## config.mk

```make
export PLATFORM = sky130hd
export DESIGN_NAME = a64_add_flags_unit
export DESIGN_NICKNAME = d
export VERILOG_FILES = /design/src/rtl/core/a64af_pkg.sv /design/src/rtl/core/a64_add_flags_unit.sv /design/src/rtl/core/a64af_ram.sv /design/src/rtl/core/a64af_alu.sv
export SDC_FILE = /design/constraint.sdc
export NUM_CORES = 2
export LEC_CHECK = 0
export CAP_MARGIN = 20
export CORE_MARGIN = 2
export CORE_UTILIZATION = 65
export DETAILED_ROUTE_END_ITERATION = 10
export DONT_BUFFER_PORTS = 1
export PLACE_DENSITY_LB_ADDON = 0.25
export SLEW_MARGIN = 20
export SYNTH_ARGS = -nofsm -noshare
export SYNTH_HDL_FRONTEND = slang
export SYNTH_SLANG_ARGS = --single-unit
```

## constraint.sdc

```tcl
create_clock -name clk -period 25.7 [get_ports clk]
set_input_delay 2.57 -clock clk [delete_from_list [all_inputs] [get_ports clk]]
set_output_delay 2.57 -clock clk [all_outputs]
set_load 0.03 [all_outputs]
```

## src/rtl/core/a64af_pkg.sv

```systemverilog
package a64af_pkg;

  // Default sizes of the architectural state.
  localparam int NUM_GP_REGS = 31;
  localparam int DATA_WIDTH  = 64;

  // Field widths of one decoded add.
  localparam int REG_NUM_W = 6;
  localparam int IMM_W     = 24;
  localparam int AMOUNT_W  = 6;

  // Request types.
  localparam logic [1:0] REQ_IMM   = 2'd0;
  localparam logic [1:0] REQ_SHIFT = 2'd1;
  localparam logic [1:0] REQ_EXT   = 2'd2;
  localparam logic [1:0] REQ_NONE  = 2'd3;

  // Shift kinds for the shifted register form.
  localparam logic [1:0] SHIFT_LSL = 2'd0;
  localparam logic [1:0] SHIFT_LSR = 2'd1;
  localparam logic [1:0] SHIFT_ASR = 2'd2;

  // Source sizes for the extended register form (low two bits of the kind).
  localparam logic [1:0] EXT_BYTE   = 2'd0;
  localparam logic [1:0] EXT_HALF   = 2'd1;
  localparam logic [1:0] EXT_WORD   = 2'd2;
  localparam logic [1:0] EXT_DOUBLE = 2'd3;

  // Operation controls carried from the input into the execute stage.
  typedef struct packed {
    logic [1:0]          req_type;
    logic                is_32bit;
    logic                set_flags;
    logic [IMM_W-1:0]    immediate;
    logic [1:0]          shift_kind;
    logic [2:0]          extend_kind;
    logic [AMOUNT_W-1:0] amount;
  } a64af_op_t;

  typedef struct packed {
    logic n;
    logic z;
    logic c;
    logic v;
  } a64af_flags_t;

endpackage

```

## src/rtl/core/a64_add_flags_unit.sv

```systemverilog
// Executes one decoded AArch64 add per item (immediate, shifted register or
// extended register, 32 or 64 bits wide) against an internal register file of
// general registers plus the stack pointer, and keeps the NZCV flags. Items are
// taken at a sustained rate of one per cycle unless a stalled result holds the
// output, with no bubbles between dependent adds. Each accepted item first reads
// both source registers from the register file memories; the execute stage then
// forms the operands, adds, updates the flags, writes the destination back and
// registers the result. That read-then-write loop through the register file
// sets the rate, and the write of the previous item is forwarded to the next one
// so the loop closes with no bubble. Register number 31 addresses the stack
// pointer and 32 or above the zero register, which reads as zero and drops
// writes. An unsupported request changes no register or flag, reports a zero
// sum, and returns the instruction address itself as the next pc. Registers
// read as zero after reset without any clearing pass.
module a64_add_flags_unit #(
  parameter int NUM_GP_REGS = a64af_pkg::NUM_GP_REGS,
  parameter int DATA_WIDTH  = a64af_pkg::DATA_WIDTH
) (
  input  logic                             clk,
  input  logic                             rst_n,

  input  logic                             in_valid,
  output logic                             in_stall,
  input  logic [1:0]                       in_req_type,
  input  logic                             in_is_32bit,
  input  logic                             in_set_flags,
  input  logic [a64af_pkg::REG_NUM_W-1:0]  in_dest_reg,
  input  logic [a64af_pkg::REG_NUM_W-1:0]  in_first_reg,
  input  logic [a64af_pkg::REG_NUM_W-1:0]  in_second_reg,
  input  logic [a64af_pkg::IMM_W-1:0]      in_immediate,
  input  logic [1:0]                       in_shift_kind,
  input  logic [2:0]                       in_extend_kind,
  input  logic [a64af_pkg::AMOUNT_W-1:0]   in_amount,
  input  logic [DATA_WIDTH-1:0]            in_instr_addr,

  output logic                             out_valid,
  input  logic                             out_stall,
  output logic                             out_supported,
  output logic [DATA_WIDTH-1:0]            out_sum_value,
  output logic                             out_flag_n,
  output logic                             out_flag_z,
  output logic                             out_flag_c,
  output logic                             out_flag_v,
  output logic [DATA_WIDTH-1:0]            out_next_pc
);

  // The stack pointer lives in the entry just above the general registers.
  localparam int RF_DEPTH = NUM_GP_REGS + 1;
  localparam int RF_AW    = $clog2(RF_DEPTH);
  localparam logic [a64af_pkg::REG_NUM_W-1:0] LAST_REG =
    a64af_pkg::REG_NUM_W'(NUM_GP_REGS);

  // Handshake and stage control.
  logic in_acc;
  logic s1_adv;
  logic s1_fire;

  // Execute stage holding registers.
  logic                                  s1_vld_r;
  a64af_pkg::a64af_op_t                  s1_op_r;
  logic [a64af_pkg::REG_NUM_W-1:0]       s1_dest_r;
  logic [a64af_pkg::REG_NUM_W-1:0]       s1_first_r;
  logic [a64af_pkg::REG_NUM_W-1:0]       s1_second_r;
  logic [DATA_WIDTH-1:0]                 s1_addr_r;
  a64af_pkg::a64af_op_t                  in_op;

  // Register file state.
  logic [RF_DEPTH-1:0]   ent_vld_r;
  logic [DATA_WIDTH-1:0] rn_ram;
  logic [DATA_WIDTH-1:0] rm_ram;
  logic                  fwd_vld_r;
  logic [RF_AW-1:0]      fwd_addr_r;
  logic [DATA_WIDTH-1:0] fwd_data_r;

  // Operand selection and write-back.
  logic [RF_AW-1:0]      rn_idx;
  logic [RF_AW-1:0]      rm_idx;
  logic [RF_AW-1:0]      rd_idx;
  logic [DATA_WIDTH-1:0] rn_val;
  logic [DATA_WIDTH-1:0] rm_val;
  logic                  wr_en;

  // Execute results and flags.
  logic                    alu_ok;
  logic [DATA_WIDTH-1:0]   alu_sum;
  a64af_pkg::a64af_flags_t alu_flags;
  a64af_pkg::a64af_flags_t nzcv_r;
  logic [DATA_WIDTH-1:0]   next_pc;

  // Output register.
  logic                    out_vld_r;
  logic                    out_ok_r;
  logic [DATA_WIDTH-1:0]   out_sum_r;
  a64af_pkg::a64af_flags_t out_flags_r;
  logic [DATA_WIDTH-1:0]   out_pc_r;

  // The execute stage moves on whenever the output register is free or being
  // emptied this cycle, so only a result held by a stalled output blocks the next item.
  assign s1_adv   = !out_vld_r || !out_stall;
  assign s1_fire  = s1_vld_r && s1_adv;
  assign in_stall = s1_vld_r && !s1_adv;
  assign in_acc   = in_valid && !in_stall;

  always_comb begin
    in_op.req_type    = in_req_type;
    in_op.is_32bit    = in_is_32bit;
    in_op.set_flags   = in_set_flags;
    in_op.immediate   = in_immediate;
    in_op.shift_kind  = in_shift_kind;
    in_op.extend_kind = in_extend_kind;
    in_op.amount      = in_amount;
  end

  always_ff @(posedge clk) begin
    if (!rst_n) begin
      s1_vld_r <= 1'b0;
    end else if (in_acc) begin
      s1_vld_r <= 1'b1;
    end else if (s1_fire) begin
      s1_vld_r <= 1'b0;
    end
  end

  always_ff @(posedge clk) begin
    if (in_acc) begin
      s1_op_r     <= in_op;
      s1_dest_r   <= in_dest_reg;
      s1_first_r  <= in_first_reg;
      s1_second_r <= in_second_reg;
      s1_addr_r   <= in_instr_addr;
    end
  end

  // Two copies of the register file give the two read ports. Both take the
  // same write. The read data only changes when a new item is accepted, so it
  // holds while the execute stage is stalled.
  assign rd_idx = s1_dest_r[RF_AW-1:0];
  assign wr_en  = s1_fire && alu_ok && (s1_dest_r <= LAST_REG);

  a64af_ram #(
    .WIDTH (DATA_WIDTH),
    .DEPTH (RF_DEPTH)
  ) u_rf_rn (
    .clk   (clk),
    .we    (wr_en),
    .waddr (rd_idx),
    .wdata (alu_sum),
    .re    (in_acc),
    .raddr (in_first_reg[RF_AW-1:0]),
    .rdata (rn_ram)
  );

  a64af_ram #(
    .WIDTH (DATA_WIDTH),
    .DEPTH (RF_DEPTH)
  ) u_rf_rm (
    .clk   (clk),
    .we    (wr_en),
    .waddr (rd_idx),
    .wdata (alu_sum),
    .re    (in_acc),
    .raddr (in_second_reg[RF_AW-1:0]),
    .rdata (rm_ram)
  );

  // Entries that were never written read as zero, which stands in for the
  // cleared register file after reset.
  always_ff @(posedge clk) begin
    if (!rst_n) begin
      ent_vld_r <= '0;
      fwd_vld_r <= 1'b0;
    end else if (wr_en) begin
      ent_vld_r[rd_idx] <= 1'b1;
      fwd_vld_r         <= 1'b1;
    end
  end

  // The last write is kept so an item whose read raced that write sees it.
  always_ff @(posedge clk) begin
    if (wr_en) begin
      fwd_addr_r <= rd_idx;
      fwd_data_r <= alu_sum;
    end
  end

  assign rn_idx = s1_first_r[RF_AW-1:0];
  assign rm_idx = s1_second_r[RF_AW-1:0];

  always_comb begin
    if (s1_first_r > LAST_REG) begin
      rn_val = '0;
    end else if (fwd_vld_r && (fwd_addr_r == rn_idx)) begin
      rn_val = fwd_data_r;
    end else if (ent_vld_r[rn_idx]) begin
      rn_val = rn_ram;
    end else begin
      rn_val = '0;
    end

    if (s1_second_r > LAST_REG) begin
      rm_val = '0;
    end else if (fwd_vld_r && (fwd_addr_r == rm_idx)) begin
      rm_val = fwd_data_r;
    end else if (ent_vld_r[rm_idx]) begin
      rm_val = rm_ram;
    end else begin
      rm_val = '0;
    end
  end

  a64af_alu #(
    .DATA_WIDTH (DATA_WIDTH)
  ) u_alu (
    .op        (s1_op_r),
    .lhs_raw   (rn_val),
    .rhs_raw   (rm_val),
    .flags_in  (nzcv_r),
    .supported (alu_ok),
    .sum       (alu_sum),
    .flags_out (alu_flags)
  );

  // A supported add steps past the instruction; an unsupported one stays on it.
  assign next_pc = alu_ok ? (s1_addr_r + DATA_WIDTH'(4)) : s1_addr_r;

  always_ff @(posedge clk) begin
    if (!rst_n) begin
      nzcv_r <= '0;
    end else if (s1_fire) begin
      nzcv_r <= alu_flags;
    end
  end

  always_ff @(posedge clk) begin
    if (!rst_n) begin
      out_vld_r <= 1'b0;
    end else if (s1_fire) begin
      out_vld_r <= 1'b1;
    end else if (!out_stall) begin
      out_vld_r <= 1'b0;
    end
  end

  always_ff @(posedge clk) begin
    if (s1_fire) begin
      out_ok_r    <= alu_ok;
      out_sum_r   <= alu_sum;
      out_flags_r <= alu_flags;
      out_pc_r    <= next_pc;
    end
  end

  assign out_valid     = out_vld_r;
  assign out_supported = out_ok_r;
  assign out_sum_value = out_sum_r;
  assign out_flag_n    = out_flags_r.n;
  assign out_flag_z    = out_flags_r.z;
  assign out_flag_c    = out_flags_r.c;
  assign out_flag_v    = out_flags_r.v;
  assign out_next_pc   = out_pc_r;

  // An item in the execute stage is never dropped while its result cannot leave.
  a_hold_stalled: assert property (@(posedge clk) disable iff (!rst_n)
    s1_vld_r && out_vld_r && out_stall |=> s1_vld_r)
    else $error("execute stage item lost while output stalled");

  // An unsupported item reports a zero sum and leaves the flags alone.
  a_unsupported: assert property (@(posedge clk) disable iff (!rst_n)
    s1_fire && (s1_op_r.req_type == a64af_pkg::REQ_NONE)
    |=> (out_sum_value == '0) && !out_supported && $stable(nzcv_r))
    else $error("unsupported item changed state or reported a sum");

  // Flags stay put for an item that does not ask for them.
  a_flags_kept: assert property (@(posedge clk) disable iff (!rst_n)
    s1_fire && !s1_op_r.set_flags |=> $stable(nzcv_r))
    else $error("flags changed without a flag-setting item");

  // A register write is visible through the forwarding path on the next cycle.
  a_fwd_track: assert property (@(posedge clk) disable iff (!rst_n)
    wr_en |=> fwd_vld_r && ent_vld_r[fwd_addr_r] && (fwd_data_r == $past(alu_sum)))
    else $error("forwarding register does not track the last write");

endmodule

```

## src/rtl/core/a64af_ram.sv

```systemverilog
module a64af_ram #(
  parameter int WIDTH = 64,
  parameter int DEPTH = 32
) (
  input  logic                     clk,
  input  logic                     we,
  input  logic [$clog2(DEPTH)-1:0] waddr,
  input  logic [WIDTH-1:0]         wdata,
  input  logic                     re,
  input  logic [$clog2(DEPTH)-1:0] raddr,
  output logic [WIDTH-1:0]         rdata
);

  logic [WIDTH-1:0] mem_r [DEPTH];
  logic [WIDTH-1:0] rdata_r;

  // Read-first: a read at the address being written returns the old word.
  always_ff @(posedge clk) begin
    if (we) begin
      mem_r[waddr] <= wdata;
    end
    if (re) begin
      rdata_r <= mem_r[raddr];
    end
  end

  assign rdata = rdata_r;

endmodule

```

## src/rtl/core/a64af_alu.sv

```systemverilog
module a64af_alu #(
  parameter int DATA_WIDTH = a64af_pkg::DATA_WIDTH
) (
  input  a64af_pkg::a64af_op_t    op,
  input  logic [DATA_WIDTH-1:0]   lhs_raw,
  input  logic [DATA_WIDTH-1:0]   rhs_raw,
  input  a64af_pkg::a64af_flags_t flags_in,
  output logic                    supported,
  output logic [DATA_WIDTH-1:0]   sum,
  output a64af_pkg::a64af_flags_t flags_out
);

  localparam int HALF = DATA_WIDTH / 2;

  logic [DATA_WIDTH-1:0] mask;
  logic [DATA_WIDTH-1:0] lhs;
  logic [DATA_WIDTH-1:0] rv;
  logic                  sgn;
  logic [DATA_WIDTH-1:0] sfill;
  logic [DATA_WIDTH-1:0] shifted;
  logic [DATA_WIDTH-1:0] ext;
  logic [DATA_WIDTH-1:0] ext_sh;
  logic [DATA_WIDTH-1:0] rhs;
  logic [DATA_WIDTH:0]   sum_w;
  logic [DATA_WIDTH-1:0] res;
  logic [DATA_WIDTH-1:0] ovf;
  a64af_pkg::a64af_flags_t flags_new;

  always_comb begin
    mask  = op.is_32bit ? {{HALF{1'b0}}, {HALF{1'b1}}} : {DATA_WIDTH{1'b1}};
    lhs   = lhs_raw & mask;
    rv    = rhs_raw & mask;
    sgn   = op.is_32bit ? rv[HALF-1] : rv[DATA_WIDTH-1];
    sfill = op.is_32bit ? {{HALF{sgn}}, rv[HALF-1:0]} : rv;

    case (op.shift_kind)
      a64af_pkg::SHIFT_LSL: shifted = (rv << op.amount) & mask;
      a64af_pkg::SHIFT_LSR: shifted = rv >> op.amount;
      a64af_pkg::SHIFT_ASR: shifted = DATA_WIDTH'($unsigned($signed(sfill) >>> op.amount)) & mask;
      default:              shifted = rv;
    endcase

    // Sign or zero extend (bit 2) to the full word; mask trims to operand size.
    case (op.extend_kind[1:0])
      a64af_pkg::EXT_BYTE:
        ext = op.extend_kind[2] ? {{(DATA_WIDTH-8){rv[7]}}, rv[7:0]} : DATA_WIDTH'(rv[7:0]);
      a64af_pkg::EXT_HALF:
        ext = op.extend_kind[2] ? {{(DATA_WIDTH-16){rv[15]}}, rv[15:0]}
                                : DATA_WIDTH'(rv[15:0]);
      a64af_pkg::EXT_WORD:
        ext = op.extend_kind[2] ? {{(DATA_WIDTH-32){rv[31]}}, rv[31:0]}
                                : DATA_WIDTH'(rv[31:0]);
      default:
        ext = rv;
    endcase
    ext_sh = ((ext & mask) << op.amount) & mask;

    case (op.req_type)
      a64af_pkg::REQ_IMM:   rhs = DATA_WIDTH'(op.immediate) & mask;
      a64af_pkg::REQ_SHIFT: rhs = shifted;
      default:              rhs = ext_sh;
    endcase

    sum_w = {1'b0, lhs} + {1'b0, rhs};
    res   = sum_w[DATA_WIDTH-1:0] & mask;
    ovf   = ~(lhs ^ rhs) & (res ^ lhs);

    flags_new.n = op.is_32bit ? res[HALF-1] : res[DATA_WIDTH-1];
    flags_new.z = (res == '0);
    flags_new.c = op.is_32bit ? sum_w[HALF] : sum_w[DATA_WIDTH];
    flags_new.v = op.is_32bit ? ovf[HALF-1] : ovf[DATA_WIDTH-1];

    supported = (op.req_type != a64af_pkg::REQ_NONE);
    sum       = supported ? res : '0;
    flags_out = (supported && op.set_flags) ? flags_new : flags_in;
  end

endmodule

```

==> out/qor.yml, run 1 <==
run_status:
  status: "stopped before the end"
  haltStage: "global routing"
  error_message: "[ERROR GRT-0116] Global routing finished with congestion. Check the congestion regions in the DRC Viewer."
floorplanning:
  placement_rows: 168
  die_h_um: 463
  die_x_um: 463
  pin_count: 260
  floorplan.initialDensity_pct: 65.3
placed_design:
  place_area_sq_um: 141000
  place_congestion: 1.29
  portBuffers: 0
  dp_hpwl_mm: 526
logic_synthesis:
  synth_simple_gate_area_share_pct: 6.11
  synthTopCellsByCount: "edfxtp_1, mux4_2, nor2_1"
  synth_area_sq_um: 137000
  ys_async_sr_fraction_pct: 0
  synth_top_family_by_area: "multiplexers"
  ys_seq_area_share_pct: 55.4
  syn-num-nets: 9325
  synthDistinctLibCells: 109
  synth_most_common_cell: "edfxtp_1"
  synthAdderAreaFrac_pct: 0.609
  muxShareOfSynthArea_pct: 23.8
  netlist_instances: 9134
  synth_edf_count: 2499
  synth-compound-area-share_pct: 11.0
  ys_warn_count: 0
  synth_top_area_cell: "edfxtp_1"
  ys_seq_elements: 2538
  syn_avg_cell_area_sq_um: 15.0
  synthXorXnorAreaFrac_pct: 0.786
  ys.flop_type: "edfxtp_1"
  synth_top_cell_area_share_pct: 54.8
  ys_top_cells_by_area: "edfxtp_1, mux4_2, nor2_1, nand2_1, clkbuf_1"
grt:
  grt_usage_pct: 95.8
  grt_max_degree: 514
  grt_pass1_vias: 145000
  grt_pass1_wl_mm: 1400
  gr-total-overflow: 8305
clock_network:
  post_cts_buffers: 0
  cts_sinks: 2538
  root_buffer: "clkbuf_16"
  cts.repair.resized: 0
  cts_buffers: 275
  clock_path_buffers: 4
  cts_hold_buffers: 0
  cts_htree_levels: 5
==> per-layer routing <==
| metal | overflow | track usage, % |
|---|---|---|
| met1 | 1484 | 95.8 |
| met3 | 1255 | 89.5 |
| met5 | 221 | 74.5 |
| met4 | 1691 | 92.5 |
| met2 | 3654 | 104 |
==> stage by stage <==
step           setup slack (ns)  instances  util (%)
2_1_floorplan             11.05       9134         -
3_3_place_gp              14.96      11600      67.3
3_5_place_dp              14.24      11600      67.4
4_1_cts                   13.30      12000      71.5
==> cells by family after synthesis <==
family / count (synthesis)
AO/OA/AOI/OAI: 2151
XOR/XNOR: 122
adder cells (fa/ha/maj): 66
buffers and inverters: 818
flip-flops: 2538
multiplexers: 1596
AND/OR/NAND/NOR: 1843
==> inputs of run 2 (changes only) <==
--- a/config.mk
+++ b/config.mk
@@ -7,10 +7,10 @@
 export LEC_CHECK = 0
 export CAP_MARGIN = 20
 export CORE_MARGIN = 2
-export CORE_UTILIZATION = 65
+export CORE_UTILIZATION = 40
 export DETAILED_ROUTE_END_ITERATION = 10
 export DONT_BUFFER_PORTS = 1
-export PLACE_DENSITY_LB_ADDON = 0.25
+export PLACE_DENSITY_LB_ADDON = 0.15
 export SLEW_MARGIN = 20
 export SYNTH_ARGS = -nofsm -noshare
 export SYNTH_HDL_FRONTEND = slang
==> out/qor.yml, run 2 <==
run_status:
  status: "complete, but fails checks"  # was stopped before the end
  violations: "DRC"
logic_synthesis:
  ys_warn_count: 0  # unchanged
  muxShareOfSynthArea_pct: 23.8  # unchanged
  synthDistinctLibCells: 109  # unchanged
  synth_top_family_by_area: "multiplexers"  # unchanged
  ys_async_sr_fraction_pct: 0  # unchanged
  synthXorXnorAreaFrac_pct: 0.786  # unchanged
  synthTopCellsByCount: "edfxtp_1, mux4_2, nor2_1"  # unchanged
  synth-compound-area-share_pct: 11.0  # unchanged
  synth_most_common_cell: "edfxtp_1"  # unchanged
  synthAdderAreaFrac_pct: 0.609  # unchanged
  ys_seq_elements: 2538  # unchanged
  netlist_instances: 9134  # unchanged
  ys_seq_area_share_pct: 55.4  # unchanged
  synth_top_area_cell: "edfxtp_1"  # unchanged
  synth_top_cell_area_share_pct: 54.8  # unchanged
  ys_top_cells_by_area: "edfxtp_1, mux4_2, nor2_1, nand2_1, clkbuf_1"  # unchanged
  synth_area_sq_um: 137000  # unchanged
  synth_simple_gate_area_share_pct: 6.11  # unchanged
  synth_edf_count: 2499  # unchanged
  syn-num-nets: 9325  # unchanged
  syn_avg_cell_area_sq_um: 15.0  # unchanged
  ys.flop_type: "edfxtp_1"  # unchanged
timing:
  fin_skew_ns: 0.0637
  rsz0062_at_grt: "no"
  fmax_mhz: 86.5
  final_max_slew_viol_count: 0
  setup_tns_ns: 0
  hold_viol: 0
  worstMarginPinSlew_ns: 1.39
  post-route-period-util_pct: 45.0
  relSlewSlack_pct: 7.01
  setup_viol: 0
  period_needed_ns: 11.55
clock_network:
  clock_path_buffers: 4  # unchanged
  clk_transition_reported_paths_ns: 0.07
  clkLatencyLatePin_ns: 0.93
  cts_sinks: 2538  # unchanged
  cts_tree: "done"
  cts_hold_buffers: 0  # unchanged
  cts_htree_levels: 5  # unchanged
  root_buffer: "clkbuf_16"  # unchanged
  post_cts_buffers: 0  # unchanged
  cts_buffers: 287  # was 275
  cts.repair.resized: 0  # unchanged
worst_setup_path:
  critPathBufInv: 4
  crit_type: "reg2reg"
  slowest_delay_ns: 1.20
  reg2reg_to: "nzcv_r[2]"
  worst_ep_required_time_ns: 26.57
  start_kind: "flip-flop"
  reg2regPathDepth: 30
  critPathMaxFanout: 31
  r2r_setup_slack_ns: 14.15
  crit_path_frequent_cell: "o21ai_0"
  rr_startpoint: "s1_second_r[1]"
  crit_family: "compound AO/OA/AOI/OAI gates"
  cp_slowest_cell: "a211oi_1"
  cp-end-kind: "flip-flop"
  arrival_ns: 12.42
hold_path:
  hp-class: "reg2reg"
  hold_start: "s1_addr_r[1]"
  holdPathEnd: "out_next_pc[1]"
  hold_depth: 0
grt:
  grt_pass1_vias: 98400
  grt_max_degree: 514
  grt_usage_pct: 40.7
  gr-total-overflow: 0
  grt_pass1_wl_mm: 941
  antenna_found_initial: 67
power_and_ir_drop:
  leakage_nw: 46.9
  peakVddDrop_mv: 0.0598
  total_power_mw: 10.2
  powerDensity_nw_per_um2: 66.0
drt:
  routed_wirelength_mm: 717
  drc: 4
  ant_nets: 0
  wire_per_inst_um: 51.5
  drt_first_pass_iters: 11
  drtIter0Drc: 16600
  avgViaCountPerCell: 7.36
  via_count: 103000
placed_design:
  post-place-cells: 13400  # was 11600
  dp_hpwl_mm: 484  # was 526 mm
  place_congestion: 1.12  # was 1.29
  portBuffers: 0  # unchanged
  place_area_sq_um: 144000  # was 141000 sq um
cells_and_area:
  final_cell_mix: "edfxtp_1, mux4_2, nand2_1, nor2_1, buf_4"
  finalInstanceArea_sq_um: 154000
  drive_gt1_share_pct: 28.4
  regMostFlops: "u_rf_rn.mem_r"
  layout_commonest_cell: "edfxtp_1"
  final_nets: 9338
  area_delta_synth_final_pct: 12.4
  layout.cells.non_filler: 13900
  largest_reg_flops: 1984
  n_fill_cell: 29700
floorplanning:
  floorplan.initialDensity_pct: 40.2  # was 65.3%
  dieArea_sq_um: 347000
  die_h_um: 589  # was 463 um
  pin_count: 260  # unchanged
  core_sq_um: 340000
  placement_rows: 214  # was 168
  die_x_um: 589  # was 463 um
job:
  maxCapViolCount: 0
==> run 2: cell counts after synthesis <==
Identical to the previous run, type by type.
==> run 2: kinds of logic after synthesis <==
group | Yosys count
multiplexers | 1596
XOR/XNOR | 122
AO/OA/AOI/OAI | 2151
adder cells (fa/ha/maj) | 66
flip-flops | 2538
AND/OR/NAND/NOR | 1843
buffers and inverters | 818
==> run 2: through the flow <==
step / hold slack (ns) / setup WS, ns / utilization, %
after global routing: 0.433 / 14.08 / 45.2
after detailed placement: 0.406 / 14.49 / 42.4
after CTS: 0.419 / 14.48 / 45.1
after floorplan: 0.400 / 11.05 / -
after global placement: 0.402 / 14.24 / 42.3
final: 0.416 / 14.15 / 45.2
==> run 2: worst max path at each step <==
stage	from	end	slack (ns)	cells after the start
global placement	s1_second_r[1]	nzcv_r[2]	14.24	30
global route	s1_second_r[1]	nzcv_r[2]	14.08	30
finish	s1_second_r[1]	nzcv_r[2]	14.15	30
detailed placement	s1_second_r[1]	nzcv_r[2]	14.49	30
floorplan	out_stall	s1_addr_r[0]	11.05	2
CTS	s1_second_r[1]	nzcv_r[2]	14.48	30
==> run 2: metal layers <==
metal  global-route usage (%)  part of all wire [%]  wire length, um  vias up
met5                    0.479                 0.057              409        -
met4                     21.5                   6.3            45300       30
met3                     10.9                    11            79900     1572
met2                     59.2                    43           309000     7501
met1                     55.8                    39           283000    55000
li1                         -                     -                -    38500
==> run 2: layout make-up <==
class | count | area, sq um | share of cell area, %
inverters | 58 | 233 | 0.151
clock buffers | 339 | 7480 | 4.86
clock inverters | 177 | 1730 | 1.12
multi-input cells | 5778 | 58800 | 38.2
diodes | 33 | 82.6 | 0.0537
flip-flops and latches | 2538 | 75800 | 49.3
well taps | 4536 | 5680 | 3.69
repair buffers | 484 | 4110 | 2.67
==> run 2: worst reg2reg max path, delay by kind of cell (launching register included) <==
family | cells | cell delay (ns)
muxes | 2 | 0.66
adders and majority gates | 2 | 0.60
and+or+nand+nor | 7 | 1.76
AOI/OAI and AO/OA | 15 | 6.32
buffers and inverters | 4 | 1.19
DFF | 1 | 1.01
==> run 2: power breakdown <==
part           internal (mW)  leakage, nW  switching [mW]
registers               4.63         22.1           0.111
logic                  0.409         20.2           0.928
clock network           2.32         4.48            1.76
total                   7.36         46.9            2.80
Power figures use the tool's default switching activity.
